--- src/design/ftr_pkg.sv ---
// ----------------------------------------------------------------------------
// ftr_pkg
// Types and constants shared by the fat-tree path routing block.
// ----------------------------------------------------------------------------
package ftr_pkg;

   localparam logic [2:0] KIND_SAME_LEAF = 3'd0;
   localparam logic [2:0] KIND_SAME_POD  = 3'd1;
   localparam logic [2:0] KIND_CROSS_POD = 3'd2;
   localparam logic [2:0] KIND_EQUAL     = 3'd3;
   localparam logic [2:0] KIND_RANGE     = 3'd4;

   localparam logic [1:0] CSR_SERVERS_PER_LEAF = 2'd0;
   localparam logic [1:0] CSR_LEAVES_PER_POD   = 2'd1;
   localparam logic [1:0] CSR_CORES_PER_SPINE  = 2'd2;
   localparam logic [1:0] CSR_POD_COUNT        = 2'd3;

   localparam logic [6:0] DEG_RESET = 7'd4;
   localparam logic [6:0] DEG_MAX   = 7'd64;

   typedef struct packed {
      logic [17:0] source_server;
      logic [17:0] dest_server;
      logic [15:0] group_id;
   } ftr_req_type;

   typedef struct packed {
      logic [2:0]  path_kind;
      logic [19:0] hop_edge_0;
      logic [19:0] hop_edge_1;
      logic [19:0] hop_edge_2;
      logic [19:0] hop_edge_3;
      logic [19:0] hop_edge_4;
      logic [19:0] hop_edge_5;
      logic [19:0] hop_node_0;
      logic [19:0] hop_node_1;
      logic [19:0] hop_node_2;
      logic [19:0] hop_node_3;
      logic [19:0] hop_node_4;
   } ftr_rsp_type;

   // clamped degrees and the sizes derived from them
   typedef struct packed {
      logic [6:0]  s;
      logic [6:0]  l;
      logic [6:0]  c;
      logic [12:0] spp;
      logic [12:0] ll;
      logic [12:0] lc;
      logic [18:0] n_srv;
      logic [19:0] esc_base;
      logic [19:0] spine_base;
      logic [19:0] core_base;
   } ftr_cfg_type;

   function automatic logic [6:0] clamp_deg(input logic [6:0] v);
      logic [6:0] r;
      r = v;
      if (v == 7'd0) begin
         r = 7'd1;
      end else if (v > DEG_MAX) begin
         r = DEG_MAX;
      end
      return r;
   endfunction

endpackage

--- src/design/ftr_div_step.sv ---
// ----------------------------------------------------------------------------
// ftr_div_step
// STEPS restoring division steps: quotient bits FIRST down to FIRST-STEPS+1.
// ----------------------------------------------------------------------------
module ftr_div_step #(
   parameter int REM_W = 18,
   parameter int DEN_W = 13,
   parameter int Q_W   = 6,
   parameter int FIRST = 5,
   parameter int STEPS = 3
) (
   input  logic [REM_W-1:0] rem_i,
   input  logic [DEN_W-1:0] den_i,
   input  logic [Q_W-1:0]   q_i,
   output logic [REM_W-1:0] rem_o,
   output logic [Q_W-1:0]   q_o
);
   localparam int W = (REM_W > DEN_W + Q_W) ? REM_W + 1 : DEN_W + Q_W + 1;

   always_comb begin
      logic [W-1:0] r;
      logic [W-1:0] t;
      r   = W'(rem_i);
      q_o = q_i;
      for (int i = 0; i < STEPS; i++) begin
         t = W'(den_i) << (FIRST - i);
         if (r >= t) begin
            r = r - t;
            q_o[FIRST-i] = 1'b1;
         end
      end
      rem_o = r[REM_W-1:0];
   end
endmodule

--- src/design/ftr_pipe_ctrl.sv ---
// ----------------------------------------------------------------------------
// ftr_pipe_ctrl
// Valid bits and per-stage load enables; bubbles collapse under a stall.
// ----------------------------------------------------------------------------
module ftr_pipe_ctrl #(
   parameter int STAGES = 10
) (
   input  logic              clock,
   input  logic              reset,
   input  logic              in_valid,
   output logic              in_stall,
   input  logic              out_stall,
   output logic [STAGES-1:0] load,
   output logic [STAGES-1:0] valid
);
   logic [STAGES-1:0] valid_ff;
   logic [STAGES-1:0] valid_in;

   always_comb begin
      load[STAGES-1] = !valid_ff[STAGES-1] || !out_stall;
      for (int i = STAGES - 2; i >= 0; i--) begin
         load[i] = !valid_ff[i] || load[i+1];
      end
      valid_in[0] = load[0] ? in_valid : valid_ff[0];
      for (int i = 1; i < STAGES; i++) begin
         valid_in[i] = load[i] ? valid_ff[i-1] : valid_ff[i];
      end
   end

   always_ff @(posedge clock) begin
      if (reset) begin
         valid_ff <= '0;
      end else begin
         valid_ff <= valid_in;
      end
   end

   assign in_stall = !load[0];
   assign valid    = valid_ff;
endmodule

--- src/design/ftr_cfg.sv ---
// ----------------------------------------------------------------------------
// ftr_cfg
// Degree registers and the registered id bases derived from them.
// ----------------------------------------------------------------------------
module ftr_cfg (
   input  logic                 clock,
   input  logic                 reset,
   input  logic                 csr_write_en,
   input  logic [1:0]           csr_index,
   input  logic [6:0]           csr_data,
   output ftr_pkg::ftr_cfg_type cfg
);
   import ftr_pkg::*;

   logic [6:0]  s_ff, l_ff, c_ff, p_ff;
   logic [6:0]  s, l, c, p;
   logic [12:0] spp_ff, ll_ff, lc_ff, pl_ff;
   logic [18:0] n_srv_ff, pll_ff;
   logic [19:0] esc_ff, spine_ff, core_ff;

   assign s = clamp_deg(s_ff);
   assign l = clamp_deg(l_ff);
   assign c = clamp_deg(c_ff);
   assign p = clamp_deg(p_ff);

   always_ff @(posedge clock) begin
      if (reset) begin
         s_ff <= DEG_RESET;
         l_ff <= DEG_RESET;
         c_ff <= DEG_RESET;
         p_ff <= DEG_RESET;
      end else if (csr_write_en) begin
         unique case (csr_index)
            CSR_SERVERS_PER_LEAF: s_ff <= csr_data;
            CSR_LEAVES_PER_POD:   l_ff <= csr_data;
            CSR_CORES_PER_SPINE:  c_ff <= csr_data;
            CSR_POD_COUNT:        p_ff <= csr_data;
            default:              s_ff <= s_ff;
         endcase
      end
   end

   // three levels: products, pod-wide products, id bases
   always_ff @(posedge clock) begin
      if (reset) begin
         spp_ff   <= 13'd16;
         ll_ff    <= 13'd16;
         lc_ff    <= 13'd16;
         pl_ff    <= 13'd16;
         n_srv_ff <= 19'd64;
         pll_ff   <= 19'd64;
         esc_ff   <= 20'd128;
         spine_ff <= 20'd80;
         core_ff  <= 20'd96;
      end else begin
         spp_ff   <= 13'(13'(l) * 13'(s));
         ll_ff    <= 13'(13'(l) * 13'(l));
         lc_ff    <= 13'(13'(l) * 13'(c));
         pl_ff    <= 13'(13'(p) * 13'(l));
         n_srv_ff <= 19'(19'(p) * 19'(spp_ff));
         pll_ff   <= 19'(19'(p) * 19'(ll_ff));
         esc_ff   <= 20'(n_srv_ff) + 20'(pll_ff);
         spine_ff <= 20'(n_srv_ff) + 20'(pl_ff);
         core_ff  <= 20'(n_srv_ff) + 20'({pl_ff, 1'b0});
      end
   end

   always_comb begin
      cfg.s          = s;
      cfg.l          = l;
      cfg.c          = c;
      cfg.spp        = spp_ff;
      cfg.ll         = ll_ff;
      cfg.lc         = lc_ff;
      cfg.n_srv      = n_srv_ff;
      cfg.esc_base   = esc_ff;
      cfg.spine_base = spine_ff;
      cfg.core_base  = core_ff;
   end
endmodule

--- src/design/fat_tree_route_ids.sv ---
// ----------------------------------------------------------------------------
// fat_tree_route_ids
// Fat-tree path routing: switch node and link ids between two servers.
// ----------------------------------------------------------------------------
// Ten-stage pipeline, one query per cycle while rsp_stall does not back up
// the stages. The first stage registers the query, six stages do restoring
// division (server to pod and leaf, group id to spine and core uplink),
// then one multiply stage, one add stage and a final uplink-multiply and
// select stage that is also the output register. The id bases follow a
// register write through the registered products in ftr_cfg.
module fat_tree_route_ids #(
   parameter int ID_WIDTH = 20
) (
   input  logic                clock,
   input  logic                reset,
   input  logic                req_valid,
   output logic                req_stall,
   input  ftr_pkg::ftr_req_type req_data,
   output logic                rsp_valid,
   input  logic                rsp_stall,
   output ftr_pkg::ftr_rsp_type rsp_data,
   input  logic                csr_write_en,
   input  logic [1:0]          csr_index,
   input  logic [6:0]          csr_data
);
   import ftr_pkg::*;

   localparam int MaskW = (ID_WIDTH < 20) ? ID_WIDTH : 20;
   localparam logic [19:0] IdMask = (20'(1) << MaskW) - 20'd1;
   localparam int Stages = 10;

   typedef struct packed {
      logic [17:0] u;
      logic [17:0] v;
      logic [17:0] ur;
      logic [17:0] vr;
      logic [5:0]  pu;
      logic [5:0]  pv;
      logic [5:0]  lu;
      logic [5:0]  lv;
      logic [15:0] gr;
      logic [5:0]  up;
   } div_type;

   typedef struct packed {
      logic [17:0] u;
      logic [17:0] v;
      logic [5:0]  pu;
      logic [5:0]  pv;
      logic [5:0]  lu;
      logic [5:0]  lv;
      logic [5:0]  spine;
      logic [5:0]  up;
      logic [18:0] pll_u;
      logic [18:0] pll_v;
      logic [12:0] lul_u;
      logic [12:0] lul_v;
      logic [12:0] pl_u;
      logic [12:0] pl_v;
      logic [11:0] root;
   } mul_type;

   typedef struct packed {
      logic [17:0] u;
      logic [17:0] v;
      logic [5:0]  pu;
      logic [5:0]  pv;
      logic [5:0]  lu;
      logic [5:0]  lv;
      logic [5:0]  up;
      logic [19:0] els_u;
      logic [19:0] els_v;
      logic [19:0] leaf_u;
      logic [19:0] leaf_v;
      logic [19:0] snode_u;
      logic [19:0] snode_v;
      logic [12:0] sci_u;
      logic [12:0] sci_v;
      logic [19:0] core;
   } add_type;

   ftr_cfg_type       cfg;
   logic [Stages-1:0] load;
   logic [Stages-1:0] valid;
   div_type           div_ff [0:6];
   div_type           div_in [0:6];
   mul_type           mul_ff, mul_in;
   add_type           add_ff, add_in;
   ftr_rsp_type       out_ff, out_in;

   ftr_cfg cfg_regs (
      .clock        (clock),
      .reset        (reset),
      .csr_write_en (csr_write_en),
      .csr_index    (csr_index),
      .csr_data     (csr_data),
      .cfg          (cfg)
   );

   ftr_pipe_ctrl #(.STAGES(Stages)) ctrl (
      .clock     (clock),
      .reset     (reset),
      .in_valid  (req_valid),
      .in_stall  (req_stall),
      .out_stall (rsp_stall),
      .load      (load),
      .valid     (valid)
   );

   always_comb begin
      div_in[0]    = '0;
      div_in[0].u  = req_data.source_server;
      div_in[0].v  = req_data.dest_server;
      div_in[0].ur = req_data.source_server;
      div_in[0].vr = req_data.dest_server;
      div_in[0].gr = req_data.group_id;
   end

   // group id: four stages of gid mod (l*c), then two of that over l
   for (genvar g = 0; g < 6; g++) begin : g_div
      logic [17:0] ur_n, vr_n;
      logic [5:0]  uq_n, vq_n;
      logic [15:0] gr_n;
      logic [5:0]  up_n;

      if (g < 2) begin : g_pod
         ftr_div_step #(.REM_W(18), .DEN_W(13), .Q_W(6), .FIRST(5 - 3 * g), .STEPS(3))
            u_div (.rem_i(div_ff[g].ur), .den_i(cfg.spp), .q_i(div_ff[g].pu),
                   .rem_o(ur_n), .q_o(uq_n));
         ftr_div_step #(.REM_W(18), .DEN_W(13), .Q_W(6), .FIRST(5 - 3 * g), .STEPS(3))
            v_div (.rem_i(div_ff[g].vr), .den_i(cfg.spp), .q_i(div_ff[g].pv),
                   .rem_o(vr_n), .q_o(vq_n));
      end else if (g < 4) begin : g_leaf
         ftr_div_step #(.REM_W(18), .DEN_W(7), .Q_W(6), .FIRST(11 - 3 * g), .STEPS(3))
            u_div (.rem_i(div_ff[g].ur), .den_i(cfg.s), .q_i(div_ff[g].lu),
                   .rem_o(ur_n), .q_o(uq_n));
         ftr_div_step #(.REM_W(18), .DEN_W(7), .Q_W(6), .FIRST(11 - 3 * g), .STEPS(3))
            v_div (.rem_i(div_ff[g].vr), .den_i(cfg.s), .q_i(div_ff[g].lv),
                   .rem_o(vr_n), .q_o(vq_n));
      end else begin : g_idle
         assign ur_n = div_ff[g].ur;
         assign vr_n = div_ff[g].vr;
         assign uq_n = div_ff[g].lu;
         assign vq_n = div_ff[g].lv;
      end

      if (g < 4) begin : g_gmod
         ftr_div_step #(.REM_W(16), .DEN_W(13), .Q_W(16), .FIRST(15 - 4 * g), .STEPS(4))
            g_div (.rem_i(div_ff[g].gr), .den_i(cfg.lc), .q_i(16'd0),
                   .rem_o(gr_n), .q_o());
         assign up_n = div_ff[g].up;
      end else begin : g_gdiv
         ftr_div_step #(.REM_W(16), .DEN_W(7), .Q_W(6), .FIRST(17 - 3 * g), .STEPS(3))
            g_div (.rem_i(div_ff[g].gr), .den_i(cfg.l), .q_i(div_ff[g].up),
                   .rem_o(gr_n), .q_o(up_n));
      end

      always_comb begin
         div_in[g+1]    = div_ff[g];
         div_in[g+1].ur = ur_n;
         div_in[g+1].vr = vr_n;
         div_in[g+1].gr = gr_n;
         div_in[g+1].up = up_n;
         if (g < 2) begin
            div_in[g+1].pu = uq_n;
            div_in[g+1].pv = vq_n;
         end else begin
            div_in[g+1].lu = uq_n;
            div_in[g+1].lv = vq_n;
         end
      end
   end

   for (genvar g = 0; g < 7; g++) begin : g_div_reg
      always_ff @(posedge clock) begin
         if (load[g]) begin
            div_ff[g] <= div_in[g];
         end
      end
   end

   // products
   always_comb begin
      mul_in.u     = div_ff[6].u;
      mul_in.v     = div_ff[6].v;
      mul_in.pu    = div_ff[6].pu;
      mul_in.pv    = div_ff[6].pv;
      mul_in.lu    = div_ff[6].lu;
      mul_in.lv    = div_ff[6].lv;
      mul_in.spine = div_ff[6].gr[5:0];
      mul_in.up    = div_ff[6].up;
      mul_in.pll_u = 19'(19'(div_ff[6].pu) * 19'(cfg.ll));
      mul_in.pll_v = 19'(19'(div_ff[6].pv) * 19'(cfg.ll));
      mul_in.lul_u = 13'(13'(div_ff[6].lu) * 13'(cfg.l));
      mul_in.lul_v = 13'(13'(div_ff[6].lv) * 13'(cfg.l));
      mul_in.pl_u  = 13'(13'(div_ff[6].pu) * 13'(cfg.l));
      mul_in.pl_v  = 13'(13'(div_ff[6].pv) * 13'(cfg.l));
      mul_in.root  = 12'(12'(div_ff[6].gr[5:0]) * 12'(cfg.c)) + 12'(div_ff[6].up);
   end

   // id sums
   always_comb begin
      add_in.u       = mul_ff.u;
      add_in.v       = mul_ff.v;
      add_in.pu      = mul_ff.pu;
      add_in.pv      = mul_ff.pv;
      add_in.lu      = mul_ff.lu;
      add_in.lv      = mul_ff.lv;
      add_in.up      = mul_ff.up;
      add_in.els_u   = 20'(cfg.n_srv) + 20'(mul_ff.pll_u) + 20'(mul_ff.lul_u)
                       + 20'(mul_ff.spine);
      add_in.els_v   = 20'(cfg.n_srv) + 20'(mul_ff.pll_v) + 20'(mul_ff.lul_v)
                       + 20'(mul_ff.spine);
      add_in.leaf_u  = 20'(cfg.n_srv) + 20'(mul_ff.pl_u) + 20'(mul_ff.lu);
      add_in.leaf_v  = 20'(cfg.n_srv) + 20'(mul_ff.pl_v) + 20'(mul_ff.lv);
      add_in.snode_u = cfg.spine_base + 20'(mul_ff.pl_u) + 20'(mul_ff.spine);
      add_in.snode_v = cfg.spine_base + 20'(mul_ff.pl_v) + 20'(mul_ff.spine);
      add_in.sci_u   = mul_ff.pl_u + 13'(mul_ff.spine);
      add_in.sci_v   = mul_ff.pl_v + 13'(mul_ff.spine);
      add_in.core    = cfg.core_base + 20'(mul_ff.root);
   end

   // spine-core links and path select
   always_comb begin
      logic [19:0] esc_u, esc_v, uu, vv;
      logic        oor;
      esc_u  = cfg.esc_base + 20'(20'(add_ff.sci_u) * 20'(cfg.c)) + 20'(add_ff.up);
      esc_v  = cfg.esc_base + 20'(20'(add_ff.sci_v) * 20'(cfg.c)) + 20'(add_ff.up);
      uu     = 20'(add_ff.u);
      vv     = 20'(add_ff.v);
      oor    = (19'(add_ff.u) >= cfg.n_srv) || (19'(add_ff.v) >= cfg.n_srv);
      out_in = '0;
      priority if (oor) begin
         out_in.path_kind = KIND_RANGE;
      end else if (add_ff.u == add_ff.v) begin
         out_in.path_kind = KIND_EQUAL;
      end else if (add_ff.pu == add_ff.pv && add_ff.lu == add_ff.lv) begin
         out_in.path_kind  = KIND_SAME_LEAF;
         out_in.hop_edge_0 = uu & IdMask;
         out_in.hop_edge_1 = vv & IdMask;
         out_in.hop_node_0 = add_ff.leaf_u & IdMask;
      end else if (add_ff.pu == add_ff.pv) begin
         out_in.path_kind  = KIND_SAME_POD;
         out_in.hop_edge_0 = uu & IdMask;
         out_in.hop_edge_1 = add_ff.els_u & IdMask;
         out_in.hop_edge_2 = add_ff.els_v & IdMask;
         out_in.hop_edge_3 = vv & IdMask;
         out_in.hop_node_0 = add_ff.leaf_u & IdMask;
         out_in.hop_node_1 = add_ff.snode_u & IdMask;
         out_in.hop_node_2 = add_ff.leaf_v & IdMask;
      end else begin
         out_in.path_kind  = KIND_CROSS_POD;
         out_in.hop_edge_0 = uu & IdMask;
         out_in.hop_edge_1 = add_ff.els_u & IdMask;
         out_in.hop_edge_2 = esc_u & IdMask;
         out_in.hop_edge_3 = esc_v & IdMask;
         out_in.hop_edge_4 = add_ff.els_v & IdMask;
         out_in.hop_edge_5 = vv & IdMask;
         out_in.hop_node_0 = add_ff.leaf_u & IdMask;
         out_in.hop_node_1 = add_ff.snode_u & IdMask;
         out_in.hop_node_2 = add_ff.core & IdMask;
         out_in.hop_node_3 = add_ff.snode_v & IdMask;
         out_in.hop_node_4 = add_ff.leaf_v & IdMask;
      end
   end

   always_ff @(posedge clock) begin
      if (load[7]) begin
         mul_ff <= mul_in;
      end
      if (load[8]) begin
         add_ff <= add_in;
      end
      if (load[9]) begin
         out_ff <= out_in;
      end
   end

   assign rsp_valid = valid[Stages-1];
   assign rsp_data  = out_ff;
endmodule

--- config.mk ---
export PLATFORM = sky130hd
export DESIGN_NAME = fat_tree_route_ids
export DESIGN_NICKNAME = d
export VERILOG_FILES = /design/src/design/ftr_pkg.sv /design/src/design/ftr_div_step.sv /design/src/design/ftr_pipe_ctrl.sv /design/src/design/ftr_cfg.sv /design/src/design/fat_tree_route_ids.sv
export SDC_FILE = /design/constraint.sdc
export NUM_CORES = 2
export LEC_CHECK = 0
export ABC_AREA = 1
export CELL_PAD_IN_SITES_DETAIL_PLACEMENT = 0
export CELL_PAD_IN_SITES_GLOBAL_PLACEMENT = 1
export CORE_MARGIN = 2
export CORE_UTILIZATION = 46
export CTS_CLUSTER_SIZE = 40
export DETAILED_ROUTE_END_ITERATION = 6
export DONT_BUFFER_PORTS = 1
export PLACE_DENSITY_LB_ADDON = 0.05
export SLEW_MARGIN = 20
export SYNTH_ARGS = -nofsm -noshare
export SYNTH_HDL_FRONTEND = slang
export SYNTH_SLANG_ARGS = --single-unit
--- constraint.sdc ---
create_clock -name clock -period 27.6 [get_ports clock]
set_clock_uncertainty 0.1 [all_clocks]
set_input_delay 1.38 -clock clock [delete_from_list [all_inputs] [get_ports clock]]
set_output_delay 1.38 -clock clock [all_outputs]
set_load 0.03 [all_outputs]
[After elaboration in Yosys (flattened, before gate mapping)]
Memories as Yosys holds them, arrays and structs flattened.
Cells that the tools add are included.
Storage, ports and cells
  flip-flop bits (word level): 817
  bits in writable memories: 826
  word-level logic and storage cells: 353
  memories kept: 1
Cells by class
  add/sub/neg operators: 71
  multiply operators: 15
  magnitude comparators: 52
  equality and inequality tests: 6
  mux-type cells: 102
  reduce and logical (&&, ||, !) cells: 36
Memory list
  div_ff: words 7, bits a word 118, rd ports 7, clocked after Yosys merged registers in 0, wr ports 7, line fat_tree_route_ids.sv:85  | div_type div_ff [0:6];
Operators with widths (count)
  two-way mux 30 bit: 12
  two-way mux 20 bit: 9
  adder 20 x 6 -> 20 bit: 8
  two-way mux 19 bit: 8
  two-way mux 18 bit: 8
  two-way mux 16 bit: 6
  two-way mux 82 bit: 1
  adder 20 x 13 -> 20 bit: 4
  two-way mux 17 bit: 4
  adder 19 x 13 -> 20 bit: 3
  adder 19 x 19 -> 20 bit: 3
  two-way mux 7 bit: 8
  multiplier 6 x 7 -> 13 bit: 4
  multiplier 7 x 7 -> 13 bit: 4
  subtractor 16 bit: 3
  two-way mux 1 bit: 44
  two-way mux 43 bit: 1
  adder 20 bit: 2
  >= comparator 20 x 13 -> 1 bit: 2
  >= comparator 20 x 14 -> 1 bit: 2
  >= comparator 20 x 16 -> 1 bit: 2
  >= comparator 20 x 17 -> 1 bit: 2
  multiplier 13 x 7 -> 20 bit: 2
  subtractor 20 x 14 -> 20 bit: 2
  other kinds (83): 138

[Depth between registers and ports, before layout]
  depth after elaboration: 13
  gate-level depth with buffers: 62
  mapped depth without buffers: 56

[Cells and area by module]
Synthesis repeated with hierarchy kept, for this count alone.
Second synthesis, totals
  cells, all modules: 15670
  area, all modules: 127355.9 um^2
Modules (own cells, without submodules)
  fat_tree_route_ids: instances 1, cells each 5871, area an instance 67755.0 um^2
  ftr_cfg: instances 1, cells each 2703, area an instance 19130.8 um^2
  ftr_div_step (g_div[1].g_pod.u_div ...): instances 2, cells each 516, area an instance 2977.9 um^2
  ftr_div_step (g_div[0].g_pod.u_div ...): instances 2, cells each 490, area an instance 2866.5 um^2
  ftr_div_step (g_div[2].g_leaf.u_div ...): instances 2, cells each 440, area an instance 2429.8 um^2
  ftr_div_step (g_div[3].g_gmod.g_div): instances 1, cells each 628, area an instance 3592.2 um^2
  ftr_div_step (g_div[2].g_gmod.g_div): instances 1, cells each 590, area an instance 3412.0 um^2
  ftr_div_step (g_div[1].g_gmod.g_div): instances 1, cells each 576, area an instance 3363.2 um^2
  ftr_div_step (g_div[0].g_gmod.g_div): instances 1, cells each 525, area an instance 3072.9 um^2
  ftr_div_step (g_div[3].g_leaf.v_div): instances 1, cells each 520, area an instance 2829.0 um^2
  ftr_div_step (g_div[3].g_leaf.u_div): instances 1, cells each 504, area an instance 2748.9 um^2
  ftr_div_step (g_div[5].g_gdiv.g_div): instances 1, cells each 428, area an instance 2379.8 um^2
  ftr_div_step (g_div[4].g_gdiv.g_div): instances 1, cells each 388, area an instance 2105.8 um^2
  ftr_pipe_ctrl: instances 1, cells each 45, area an instance 417.9 um^2

[Worst setup path after synthesis]
Ideal clock, no wire load.
  path type: input-to-reg
  start: input port rsp_stall
  end: memory div_ff[0][100] in the netlist's numbering (enable)
  setup time: 0.406 ns
  arrival: 27.347 ns
  required time: 27.094 ns
  path slack: -0.254 ns
  stages: 19
  path buffers: 0
  path through: nand2_1 nor2_1 inv_1 nor2_1 inv_1 nor2_1 inv_1 nor2_1 inv_1 nor2_1 inv_1 nor2_1 inv_1 nor2_1 inv_1 nor2_1 inv_1 nor2_1 inv_1
RTL lines
  from (decl): line fat_tree_route_ids.sv:20  | input logic rsp_stall,
  to (decl): line fat_tree_route_ids.sv:85

==> results_dict.tcl <==
set metrics [dict create \
    cts_tree "done" \
    slowest_stage "nor2_1" \
    multi_input_area_um2 64390 \
    io_pins 291 \
    die_h_um 499.0 \
    n_fill_cell 22940 \
    worst_slack_ns 16.73 \
    vias 87200 \
    clockRootBuffer "clkbuf_16" \
    slew_headroom_pct 31.90 \
    synth_cell_types 72 \
    antenna_found_initial 13 \
    maxCapViolCount 0 \
    syn_area_um2 112700 \
    nets 14860 \
    path_delay_family "simple AND/OR/NAND/NOR gates" \
    synth_top_cell_by_area "edfxtp_1" \
    worstSetupPathType "reg2reg" \
    avgSynthCellArea_um2 8.727 \
    hold_viol_final 0 \
    fin_area_um2 122400 \
    cts_buffers 160 \
    rsz0062_at_grt "false" \
    cts_setup_buffers 0 \
    netlist.area_leader.share_pct 31.92 \
    min_period_ns 10.87 \
    cts_sinks 1385 \
    drt_iter0_drc 5659 \
    ys_seq_area_share_pct 35.25 \
    cpPeakStageDelay_ns 0.67 \
    ys_ff_latch 1385 \
    fmax_ghz 0.09203 \
    regArea_um2 39720 \
    fin_tns_setup_ns 0 \
    pre_cts_slack_ns 16.64 \
    start_util_pct 46.29 \
    dp_hpwl_um 277900 \
    dr.pass1.iters 6 \
    fp.coreArea_um2 243500 \
    tightest_slew_ns 1.014 \
    crit_required_ns 28.17 \
    cpMostUsedCell "nand2_1" \
    min_path_type "reg2reg" \
    critPathLaunchType "register" \
    synth_cells 12910 \
    maxSlewViolCount 0 \
    gp_congestion 0.9196 \
    viasPerCell 5.347 \
    grt_overflow_total 0 \
    avgRoutedWirePerCell_um 21.53 \
    layout-drive-gt1-share_pct 4.930 \
    die_area_um2 249000 \
    layout_common_cells "2,680 x nand2_1, 1,963 x inv_1, 1,258 x nor2_1" \
    clockBufferDepth 3 \
    crit_fanout 20 \
    clk_latency_ns 0.86 \
    fin_util_pct 50.28 \
    ys.flop_type "edfxtp_1" \
    routed_wl_um 351100 \
    grt_pass1_wl_um 530300 \
    die_w_um 499.0 \
    setup_viol 0 \
    synth_warnings 0 \
    path_buf_inv 6 \
    grt_max_degree 83 \
    ant_nets 0 \
    path_clk_slew_ns 0.06 \
    grt_pass1_vias 86990 \
    area_growth_pct 8.620 \
    grtUsageTotal_pct 28.04 \
    cts_hold_buf 0 \
    placed_cell_area_um2 116700 \
    cts_max_level 4 \
    rows 181 \
    port_buffers 0 \
    drc 0 \
    end_kind "register" \
    synth_edf_count 1198 \
    yosys-top-cells-area "edfxtp_1 32%, ha_1 13%, fa_1 12%" \
    final_common_cell "nand2_1" \
    cts_resized 0 \
    cp_data_arrival_time_ns 11.44 \
    status "finished clean" \
    min_period_over_period_pct 39.37 \
    async_reset_ff_share_pct 0 \
]
[cell type report]
cell class | count | area share (%)
Antenna cell | 3 | 0.006133
Inverter | 2014 | 6.191
Clock buffer | 191 | 3.509
Timing Repair Buffer | 137 | 0.8402
Sequential cell | 1385 | 32.45
Multi-Input combinational cell | 9275 | 52.61
Clock inverter | 102 | 1.123
Tap cell | 3202 | 3.273
[layer usage]
metal,up-vias,routed length [um],global-route usage [%]
met2,2197,167700,47.88
met4,12,14260,10.08
met3,522,16680,3.647
li1,42490,-,-
met1,41980,152300,36.41
met5,-,90,0
[stage by stage]
stage | cells | hold slack [ns]
after floorplan | 12930 | 0.3003
after global placement | 16010 | 0.3009
after detailed placement | 16010 | 0.3045
after CTS | 16310 | 0.2802
after global routing | 16310 | 0.2859
final | 16310 | 0.2763
[cells in the mapped netlist (all sizes together) (2+ instances only)]
cell type	instances
nand2	2734
inv	2008
nor2	1299
edfxtp	1198
ha	1163
a21oi	851
fa	654
o21ai	640
nand3	499
xor2	419
xnor2	255
clkbuf	191
dfxtp	187
nand4	136
nor3	126
buf	68
o21bai	56
o21a	50
a211oi	44
or2	44
a21o	41
a31oi	38
nor4	37
a21boi	29
nand3b	28
o211ai	25
o2111ai	14
o31ai	13
and2	8
o221ai	8
a221oi	7
a41oi	6
clkinv	6
nor3b	5
and3	4
a2111oi	3
a22oi	3
a2bb2oi	2
a311oi	2
a31o	2
conb	2
mux2	2
[worst paths after layout]
path | start | end | slack, ns | cells past startpoint
worst max-delay path | cfg_regs.lc_ff[0] | div_ff[3][13] | 16.73 | 51
worst min-delay path | div_ff[3][45] | div_ff[4][45] | 0.28 | 0
worst max register to register | cfg_regs.lc_ff[0] | div_ff[3][13] | 16.73 | 51
worst min register to register | div_ff[3][45] | div_ff[4][45] | 0.28 | 0
[registers in the layout (all words and copies together), names as in the netlist, 10 cells and up]
signal,count
cfg_regs.pll_ff,19
add_in,66
cfg_regs.esc_ff,20
mul_ff,108
rsp_data,219
cfg_regs.lc_ff,13
div_ff,573
cfg_regs.n_srv_ff,19
ctrl.valid,10
cfg_regs.spine_ff,20
cfg_regs.spp_ff,13
add_ff,232
cfg_regs.ll_ff,12
cfg_regs.core_ff,20
cfg_regs.pl_ff,13
[kinds of logic after synthesis]
logic type | share of synthesized area, %
buffers and inverters | 7.751
adders and majority gates | 24.53
xor gates and xnor gates | 5.238
other | 0.006664
DFF | 35.25
and+or+nand+nor | 18.19
muxes | 0.01998
AOI/OAI and AO/OA | 9.017
Power is left out: the tool's default activity adds up to more than one toggle a clock period on the data nets, which glitch-free logic cannot reach.
